[config.mk]
export PLATFORM = sky130hd
export DESIGN_NAME = rc_channel_frame_decoder
export DESIGN_NICKNAME = d
export VERILOG_FILES = /design/src/hw/rtl/rcfd_pkg.sv /design/src/hw/rtl/rc_channel_frame_decoder.sv /design/src/hw/rtl/rcfd_front.sv /design/src/hw/rtl/rcfd_queue.sv /design/src/hw/rtl/rcfd_back.sv
export SDC_FILE = /design/constraint.sdc
export NUM_CORES = 1
export LEC_CHECK = 0
export BUFFER_PORTS_ARGS = -buffer_cell sky130_fd_sc_hd__clkbuf_2
export CAP_MARGIN = 5
export CORE_UTILIZATION = 45
export CTS_CLUSTER_DIAMETER = 200
export DETAILED_ROUTE_END_ITERATION = 6
export GPL_TIMING_DRIVEN = 0
export SYNTH_ARGS = -nofsm -noshare
export SYNTH_HDL_FRONTEND = slang
export SYNTH_SLANG_ARGS = --single-unit
[constraint.sdc]
create_clock -name clk -period 2.65 [get_ports clk]
set_input_delay 0.1325 -clock clk [delete_from_list [all_inputs] [get_ports clk]]
set_output_delay 0.1325 -clock clk [all_outputs]
set_load 0.02 [all_outputs]
[src/hw/rtl/rcfd_pkg.sv]
// ----------------------------------------------------------------------------
// rcfd_pkg
// Shared types and constants for the RC channel frame decoder.
// ----------------------------------------------------------------------------
package rcfd_pkg;

  localparam int CHANNELS_DEF = 14;
  localparam int QUEUE_DEPTH  = 4;

  localparam int BYTE_W = 8;
  localparam int IDX_W  = 4;
  localparam int VAL_W  = 12;
  localparam int SUM_W  = 16;
  localparam int POS_W  = 5;

  localparam logic [BYTE_W-1:0] HDR0    = 8'h20;
  localparam logic [BYTE_W-1:0] HDR1    = 8'h40;
  localparam logic [SUM_W-1:0]  HDR_SUM = 16'h0060;

  localparam logic [POS_W-1:0] POS_HDR0    = 5'd0;
  localparam logic [POS_W-1:0] POS_HDR1    = 5'd1;
  localparam logic [POS_W-1:0] POS_PAYLOAD = 5'd2;
  localparam logic [POS_W-1:0] POS_CSUM_LO = 5'd30;
  localparam logic [POS_W-1:0] POS_CSUM_HI = 5'd31;

  typedef enum logic {
    CMD_WRITE,
    CMD_FRAME
  } cmd_kind_t;

  typedef struct packed {
    cmd_kind_t          kind;
    logic [IDX_W-1:0]   idx;
    logic [VAL_W-1:0]   val;
    logic               ok;
  } cmd_t;

  typedef struct packed {
    logic full;
    logic empty;
  } q_status_t;

endpackage

[src/hw/rtl/rc_channel_frame_decoder.sv]
// ----------------------------------------------------------------------------
// rc_channel_frame_decoder
// Frames 32-byte RC receiver frames, checks the checksum and emits the
// decoded channel values.
// ----------------------------------------------------------------------------
// Receiver bytes are taken one per cycle while the four-entry command queue
// has room; a byte never waits on the result side unless that queue fills.
// A frame with a good checksum yields CHANNELS results, one per cycle while
// out_stall is low, from the single output register, once its frame-end
// command has passed through the queue and the emitter; a bad frame yields
// one failure word. The back end executes channel writes and frame ends from
// the queue in order; while it emits a frame's results it takes no further
// commands, so the queue can fill and the receiver bytes can be stalled.
module rc_channel_frame_decoder import rcfd_pkg::*; #(
  parameter int CHANNELS = CHANNELS_DEF
) (
  input  logic              clk,
  input  logic              rst_n,
  input  logic              in_valid,
  output logic              in_stall,
  input  logic [BYTE_W-1:0] in_rx_byte,
  output logic              out_valid,
  input  logic              out_stall,
  output logic [IDX_W-1:0]  out_channel_index,
  output logic [VAL_W-1:0]  out_channel_value,
  output logic              out_frame_ok,
  output logic              out_last
);

  q_status_t q_status;
  logic      push;
  cmd_t      push_cmd;
  logic      pop;
  cmd_t      pop_cmd;

  rcfd_front #(.CHANNELS(CHANNELS)) u_front (
    .clk        (clk),
    .rst_n      (rst_n),
    .in_valid   (in_valid),
    .in_stall   (in_stall),
    .in_rx_byte (in_rx_byte),
    .q_status   (q_status),
    .push       (push),
    .push_cmd   (push_cmd)
  );

  rcfd_queue #(.DEPTH(QUEUE_DEPTH)) u_queue (
    .clk      (clk),
    .rst_n    (rst_n),
    .push     (push),
    .push_cmd (push_cmd),
    .pop      (pop),
    .pop_cmd  (pop_cmd),
    .status   (q_status)
  );

  rcfd_back #(.CHANNELS(CHANNELS)) u_back (
    .clk               (clk),
    .rst_n             (rst_n),
    .q_status          (q_status),
    .pop_cmd           (pop_cmd),
    .pop               (pop),
    .out_valid         (out_valid),
    .out_stall         (out_stall),
    .out_channel_index (out_channel_index),
    .out_channel_value (out_channel_value),
    .out_frame_ok      (out_frame_ok),
    .out_last          (out_last)
  );

endmodule

[src/hw/rtl/rcfd_front.sv]
// ----------------------------------------------------------------------------
// rcfd_front
// Byte framer: hunts the header, sums the payload, checks the checksum and
// issues channel-write and frame-end commands.
// ----------------------------------------------------------------------------
module rcfd_front import rcfd_pkg::*; #(
  parameter int CHANNELS = CHANNELS_DEF
) (
  input  logic              clk,
  input  logic              rst_n,
  input  logic              in_valid,
  output logic              in_stall,
  input  logic [BYTE_W-1:0] in_rx_byte,
  input  q_status_t         q_status,
  output logic              push,
  output cmd_t              push_cmd
);

  logic [POS_W-1:0]  pos_r, pos_nxt;
  logic [SUM_W-1:0]  sum_r, sum_nxt;
  logic [BYTE_W-1:0] low_r, low_nxt;
  logic [BYTE_W-1:0] csum_lo_r, csum_lo_nxt;
  logic              accept;
  logic [IDX_W-1:0]  ch;
  logic [SUM_W-1:0]  expected;
  logic [SUM_W-1:0]  received;

  assign in_stall = q_status.full;
  assign accept   = in_valid && !q_status.full;
  assign ch       = pos_r[POS_W-1:1] - IDX_W'(1);
  assign expected = ~(sum_r + HDR_SUM);
  assign received = {in_rx_byte, csum_lo_r};

  always_comb begin
    pos_nxt     = pos_r;
    sum_nxt     = sum_r;
    low_nxt     = low_r;
    csum_lo_nxt = csum_lo_r;
    push        = 1'b0;
    push_cmd    = '{kind: CMD_WRITE, idx: ch, val: {in_rx_byte[3:0], low_r}, ok: 1'b0};
    if (accept) begin
      priority if (pos_r == POS_HDR0) begin
        if (in_rx_byte == HDR0) pos_nxt = POS_HDR1;
      end else if (pos_r == POS_HDR1) begin
        if (in_rx_byte == HDR1) begin
          pos_nxt = POS_PAYLOAD;
          sum_nxt = '0;
        end else begin
          pos_nxt = POS_HDR0;
        end
      end else if (pos_r < POS_CSUM_LO) begin
        sum_nxt = sum_r + SUM_W'(in_rx_byte);
        pos_nxt = pos_r + POS_W'(1);
        if (!pos_r[0]) begin
          low_nxt = in_rx_byte;
        end else if (ch < IDX_W'(CHANNELS)) begin
          push = 1'b1;
        end
      end else if (pos_r == POS_CSUM_LO) begin
        csum_lo_nxt = in_rx_byte;
        pos_nxt     = POS_CSUM_HI;
      end else begin
        pos_nxt       = POS_HDR0;
        push          = 1'b1;
        push_cmd.kind = CMD_FRAME;
        push_cmd.ok   = (received == expected);
      end
    end
  end

  always_ff @(posedge clk) begin
    if (!rst_n) begin
      pos_r <= POS_HDR0;
      sum_r <= '0;
    end else begin
      pos_r <= pos_nxt;
      sum_r <= sum_nxt;
    end
    low_r     <= low_nxt;
    csum_lo_r <= csum_lo_nxt;
  end

endmodule

[src/hw/rtl/rcfd_queue.sv]
// ----------------------------------------------------------------------------
// rcfd_queue
// Small command FIFO between the framer and the result emitter.
// ----------------------------------------------------------------------------
module rcfd_queue import rcfd_pkg::*; #(
  parameter int DEPTH = QUEUE_DEPTH
) (
  input  logic      clk,
  input  logic      rst_n,
  input  logic      push,
  input  cmd_t      push_cmd,
  input  logic      pop,
  output cmd_t      pop_cmd,
  output q_status_t status
);

  localparam int PTR_W = (DEPTH > 1) ? $clog2(DEPTH) : 1;
  localparam int CNT_W = $clog2(DEPTH + 1);

  cmd_t             mem_r [DEPTH];
  logic [PTR_W-1:0] wr_ptr_r, rd_ptr_r;
  logic [CNT_W-1:0] count_r;
  logic             do_push, do_pop;

  assign status.full  = (count_r == CNT_W'(DEPTH));
  assign status.empty = (count_r == '0);
  assign do_push      = push && !status.full;
  assign do_pop       = pop && !status.empty;
  assign pop_cmd      = mem_r[rd_ptr_r];

  always_ff @(posedge clk) begin
    if (!rst_n) begin
      wr_ptr_r <= '0;
      rd_ptr_r <= '0;
      count_r  <= '0;
    end else begin
      if (do_push) begin
        wr_ptr_r <= (wr_ptr_r == PTR_W'(DEPTH - 1)) ? '0 : wr_ptr_r + PTR_W'(1);
      end
      if (do_pop) begin
        rd_ptr_r <= (rd_ptr_r == PTR_W'(DEPTH - 1)) ? '0 : rd_ptr_r + PTR_W'(1);
      end
      if (do_push && !do_pop) begin
        count_r <= count_r + CNT_W'(1);
      end else if (do_pop && !do_push) begin
        count_r <= count_r - CNT_W'(1);
      end
    end
    if (do_push) mem_r[wr_ptr_r] <= push_cmd;
  end

endmodule

[src/hw/rtl/rcfd_back.sv]
// ----------------------------------------------------------------------------
// rcfd_back
// Result emitter: holds the channel store, executes queued commands and
// drives the registered result word.
// ----------------------------------------------------------------------------
module rcfd_back import rcfd_pkg::*; #(
  parameter int CHANNELS = CHANNELS_DEF
) (
  input  logic             clk,
  input  logic             rst_n,
  input  q_status_t        q_status,
  input  cmd_t             pop_cmd,
  output logic             pop,
  output logic             out_valid,
  input  logic             out_stall,
  output logic [IDX_W-1:0] out_channel_index,
  output logic [VAL_W-1:0] out_channel_value,
  output logic             out_frame_ok,
  output logic             out_last
);

  localparam int CH_W = (CHANNELS > 1) ? $clog2(CHANNELS) : 1;

  logic [VAL_W-1:0] store_r [CHANNELS];
  logic             emitting_r;
  logic [IDX_W-1:0] cnt_r;
  logic             out_valid_r;
  logic [IDX_W-1:0] idx_r;
  logic [VAL_W-1:0] val_r;
  logic             ok_r;
  logic             last_r;
  logic             out_free;
  logic             cnt_last;
  logic             emit_word;
  logic             fail_word;

  assign out_free  = !out_valid_r || !out_stall;
  assign cnt_last  = (cnt_r == IDX_W'(CHANNELS - 1));
  assign pop       = !q_status.empty && !emitting_r &&
                     ((pop_cmd.kind == CMD_WRITE) || out_free);
  assign emit_word = emitting_r && out_free;
  assign fail_word = pop && (pop_cmd.kind == CMD_FRAME) && !pop_cmd.ok;

  assign out_valid         = out_valid_r;
  assign out_channel_index = idx_r;
  assign out_channel_value = val_r;
  assign out_frame_ok      = ok_r;
  assign out_last          = last_r;

  always_ff @(posedge clk) begin
    if (!rst_n) begin
      out_valid_r <= 1'b0;
      emitting_r  <= 1'b0;
      cnt_r       <= '0;
    end else begin
      if (emit_word || fail_word) begin
        out_valid_r <= 1'b1;
      end else if (out_free) begin
        out_valid_r <= 1'b0;
      end
      if (emitting_r) begin
        if (out_free) begin
          cnt_r <= cnt_r + IDX_W'(1);
          if (cnt_last) emitting_r <= 1'b0;
        end
      end else if (pop && pop_cmd.kind == CMD_FRAME && pop_cmd.ok) begin
        emitting_r <= 1'b1;
        cnt_r      <= '0;
      end
    end
    if (emit_word) begin
      idx_r  <= cnt_r;
      val_r  <= store_r[cnt_r[CH_W-1:0]];
      ok_r   <= 1'b1;
      last_r <= cnt_last;
    end else if (fail_word) begin
      idx_r  <= '0;
      val_r  <= '0;
      ok_r   <= 1'b0;
      last_r <= 1'b1;
    end
    if (pop && pop_cmd.kind == CMD_WRITE) begin
      store_r[pop_cmd.idx[CH_W-1:0]] <= pop_cmd.val;
    end
  end

endmodule

Yosys cells after proc, flatten, opt, wreduce, memory -nomap -nowiden
Memory sizes are Yosys's and may differ from the RTL's. A register that Yosys moved wholly into a read port is not among the register bits. Index checks and enable logic that the tools add are counted.

Flip-flop bits (word level): 68. Latch bits: 0. Bits in writable memories: 240. Memory bits (read-only): 0. Input bits: 12. Output and inout bits: 20. Memories kept: 2.

Memories: u_back.store_r (depth 14, width 12, rd ports 1, clocked after Yosys merged registers in 1, wr ports 1, line rcfd_back.sv:24) `logic [VAL_W-1:0] store_r [CHANNELS];`; u_queue.mem_r (depth 4, width 18, rd ports 1, clocked after Yosys merged registers in 1, wr ports 1, line rcfd_queue.sv:20) `cmd_t mem_r [DEPTH];`.

Add/subtract/negate cells: 9. $mul: 0. Divide/modulo/power cells: 0. Magnitude comparators: 2. Equality and inequality tests: 12. Shift operators: 0. Mux-type cells: 52. Bitwise gates (word level): 6. Reduce and logical (&&, ||, !) cells: 35.

Operator list (count): $mux 16 (3); $mux 1 (28); $mux 4 (7); $mux 5 (5); $mux 12 (2); $add 16x7->16 const B (1); $add 16x8->16 (1); $eq 16x16->1 (1); $not 16->16 (1); $logic_and 1x1->1 (12); $mux 2 (5); $reduce_and 5->1 (2); $reduce_bool 2->1 (5); $eq 8x6->1 const B (1); $eq 8x7->1 const B (1); $logic_not 1->1 (8); $mux 3 (2); $ne 2x2->1 const B (3); $add 5x1->5 const B (1); $eq 5x1->1 const B (1); $eq 5x5->1 const B (1); $logic_not 5->1 (1); $lt 5x5->1 const B (1); $not 1->1 (5); 13 further kinds (18).

Depth between registers and ports, before layout
Depth after elaboration: 13. Gate-level depth with buffers: 14. Depth with buffers taken out: 12.

Modules after synthesis
From an unflattened synthesis, not the netlist that was laid out.

Cells, all modules: 835. Area, all modules: 13264.0 um^2.

By module, submodules not included: rcfd_back (instances 1, cells an instance 419, area each 7692.4 um^2, sequential area each 5775.5 um^2); rcfd_queue (instances 1, cells an instance 145, area each 3119.2 um^2, sequential area each 2342.2 um^2); rcfd_front (instances 1, cells an instance 271, area each 2452.4 um^2, sequential area each 900.9 um^2).

Least setup slack after synthesis
No wires, ideal clock.

Path type: register to register. Start point: reg u_front.pos_r[1]. End point: reg u_queue.count_r[2]. Library setup time: 0.072 ns. Arrival time: 2.753 ns. Setup slack: -0.175 ns. Stages on the path, launching flop included: 14. Period minus slack after synthesis: 2.825 ns. Cell sequence: dfxtp_1 inv_1 ha_1 nor4b_4 or2_2 a31oi_1 a41o_1 buf_2 ha_1 inv_1 fa_1 xor2_1 or3_1 a21oi_1.

RTL lines: from (decl) (line rcfd_front.sv:19) `logic [POS_W-1:0] pos_r, pos_nxt;`; from (signal assigned) (line rcfd_front.sv:76) `pos_r <= pos_nxt;`; to (signal assigned) (line rcfd_queue.sv:44) `count_r <= count_r + CNT_W'(1);`; to (signal assigned) (line rcfd_queue.sv:46) `count_r <= count_r - CNT_W'(1);`; to (decl) (line rcfd_queue.sv:22) `logic [CNT_W-1:0] count_r;`.

==> metrics.md <==
| Metric | Value |
|---|---|
| Slew Viols, Final | `0` |
| Total Neg Setup Slack | `-3.058 ps` |
| Max_cap viols | `0` |
| Worst Hold Class | `in -> reg` |
| Final setup viols | `1` |
| CP Max Fanout | `7` |
| Peak supply drop | `0.4413 mV` |
| DP Wirelength | `approximately 17,000 µm` |
| Clk_lat worst skew | `approximately 520 ps` |
| Cell row count | `between 60 and 70` |
| Synth cell count leaders | `273 x edfxtp_1, 66 x mux4_2, 43 x nor2_1` |
| Dpl ws | `-717.7 ps` |
| First-pass GRT wire length | `39,770 µm` |
| H-tree levels | `2` |
| Nature of the critical path endpoint | `flop` |
| Share of cells above drive strength 1 | `between 20% and 30%` |
| Hold Violations, Final | `0` |
| # diodes | `0` |
| Avg WL per Cell | `about 20 µm` |
| Io pins | `32` |
| Core area | `~0.028 mm²` |
| Clock sink total | `approximately 310` |
| Count leader, synth | `edfxtp_1` |
| RSZ-0062 raised after global routing | `yes` |
| Max Fclk | `around 380 MHz` |
| Post-layout minimum cycle time | `~2700 ps` |
| Largest net degree at the start of global routing | `20` |
| Root Driver | `clkbuf_16` |
| Clock Skews | `20.13 ps` |
| CTS tree | `built` |
| Critical path type | `reg -> reg` |
| Post-Syn Nets | `a little under 800` |
| DR vias | `about 7k` |
| Outcome | `finished, violations left` |
| Via density | `5.502` |
| Initial drt markers | `517` |
| Final wirelength | `between 20,000 and 30,000 µm` |
| Post-synth cell types | `60` |
| Max transition margin | `36.40%` |
| DIE WIDTH | `171.6 µm` |
| Pwr Density | `853.3 mW/mm²` |
| Failing checks | `setup timing` |
| Gpl congestion | `between 0.8 and 0.9` |
| Total gr overflow | `0` |
| CP Launch Type | `flop` |
| Number of global-route vias before repair | `7,255` |
| Syn Area/Cell | `17.22 µm²` |
| TritonCTS Buffers | `34` |
| Initial antenna violation count | `0` |
| CP arrival | `3090 ps` |
| Die height | `171.6 µm` |
| Clock slew at reported path FFs | `60 ps` |
| Fin Hold WS | `9.408 ps` |
| Starting Density | `between 40% and 50%` |
| Post-Syn Area | `0.01295 mm²` |
| Final worst-path setup slack | `-3.058 ps` |
| EDFF count, synth | `273` |
| Port Buffers | `31` |
| Yosys reg bits | `314` |
| Leak pwr | `a little under 5 nW` |
| Sequential share of the synthesized area | `69.64%` |
| Top-area cell type share of the netlist area | `63.30%` |
| Area contributors post-synth | `edfxtp_1 63%, mux4_2 11%, dfxtp_1 6.3%` |
| GRT Util Overall | `17.96%` |
| Area grow syn2layout | `18.10%` |
| Area leader, netlist | `edfxtp_1` |
| Drt drc | `0` |
| Async S/R FF share, synth | `0%` |
| WP data required | `~3100 ps` |
| Max clock buf depth | `3` |
| Layout Nets | `between 800 and 900` |
| Syn Inst Count | `752` |
| Slew @ Worst Pin | `945.8 ps` |
| Main flop type after synthesis | `edfxtp_1` |
| Ys Warns | `0` |
| Die area | `slightly below 0.03 mm²` |
| TritonRoute pass-1 iters | `4` |
| Fin crit share | `100.1%` |
| Routed Antenna Nets | `0` |
==> report_power, final <==
group          internal, mW  total (mW)  leakage (nW)  switching (mW)
Combinational          1.01        2.55          1.62            1.53
Sequential             6.07        6.21          2.80           0.140
Clock                  2.44        4.29         0.489            1.86
Total                  9.52        13.1          4.90            3.53
==> flip-flops by register name, summed over array words and instances (netlist names), named ones only <==
register and flops:
u_back.out_last 1, u_front.csum_lo_r 8, u_back.out_frame_ok 1, u_front.sum_r 16, u_back.out_channel_index 4, u_back.out_channel_value 12, u_front.pos_r 5, u_queue.rd_ptr_r 2
u_queue.count_r 3, u_back.emitting_r 1, u_queue.wr_ptr_r 2, u_back.store_r 168, u_front.low_r 8, u_back.cnt_r 4, u_queue.mem_r 72, u_back.out_valid 1
==> cells by family (layout without fill, tap and decap cells) <==
family,after synthesis,in the layout,synth area share [%]
flops,314,314,69.64
xor+xnor,27,27,1.826
fa+ha+maj,25,25,2.531
compound gates,81,81,4.106
buf+inv,50,172,1.710
mux,82,82,12.83
simple gates,173,173,7.353
==> layer usage <==
layer | share of wire, % | track usage (%) | vias up
li1 | - | - | 3179
met1 | 40 | 21.12 | 3499
met2 | 53 | 33.41 | 161
met3 | 4.7 | 3.428 | 50
met4 | 2.0 | 4.581 | 0
met5 | 0 | 0 | -
==> stage by stage <==
step	power, mW	util, %	area (µm²)	instances
2_1_floorplan	7.937	-	13000	752
3_3_place_gp	8.536	48.66	13630	1161
3_5_place_dp	8.647	48.69	13640	1161
4_1_cts	13.06	53.74	15050	1241
5_1_grt	13.60	54.60	15290	1252
6_report	13.05	54.60	15290	1252
==> worst max-delay path, stage by stage, from the launching register on <==
cell and delay, ps:
dfxtp_4 400, inv_6 50, ha_2 160, nor4b_4 130, or2_4 260, a31oi_1 160, a41o_1 190, buf_6 130
ha_4 130, inv_2 40, fa_2 340, xor2_1 150, or3_1 320, a21oi_2 110
==> what timing repair did <==
action / CTS / global route
buffers inserted: 16 / 11
pin swaps: 12 / 13
endpoints found under the hold margin: 9 / 0
resized for setup: 44 / 11
hold buffers: 5 / 0
endpoints found under the setup margin: 283 / 136
==> cell usage in the layout, fill, tap and decap left out, drive strengths merged, types with 6 or more instances in the layout <==
| cell | netlist | routed |
|---|---|---|
| edfxtp | 273 | 273 |
| clkbuf | 14 | 90 |
| mux4 | 66 | 66 |
| nor2 | 43 | 43 |
| dfxtp | 41 | 41 |
| buf | 16 | 41 |
| nand2 | 29 | 29 |
| ha | 23 | 23 |
| a21oi | 22 | 22 |
| and2 | 22 | 22 |
| inv | 19 | 20 |
| xor2 | 15 | 15 |
| o21ai | 15 | 15 |
| clkinv | 1 | 13 |
| mux2 | 12 | 12 |
| xnor2 | 12 | 12 |
| o31ai | 11 | 11 |
| nand2b | 9 | 9 |
| nand3 | 9 | 9 |
| or3 | 8 | 8 |
| nor3 | 8 | 8 |
| or4 | 7 | 7 |
| nand4 | 7 | 7 |
| nor4 | 7 | 7 |
| and3 | 6 | 6 |
==> final timing paths <==
check,startpoint,to,slack [ps],cells past startpoint
max reg2reg,u_front.pos_r[1],u_queue.count_r[2],-3,13
min,in_rx_byte[0],u_front.low_r[0],9,1
max,u_front.pos_r[1],u_queue.count_r[2],-3,13
min reg2reg,u_back.out_frame_ok,u_back.out_frame_ok,450,2
==> layout make-up <==
type                       instances  area (µm²)
sequential                       314        9027
tap                              378       473.0
multi-input combinational        388        3920
buffer                            28       163.9
timing repair buffer              63       595.6
clock buffer                      45       902.1
inverter                          20       80.08
fill                            2160       12720
clock inverter                    16       131.4
Note: power is estimated with default switching activity, not from simulation.
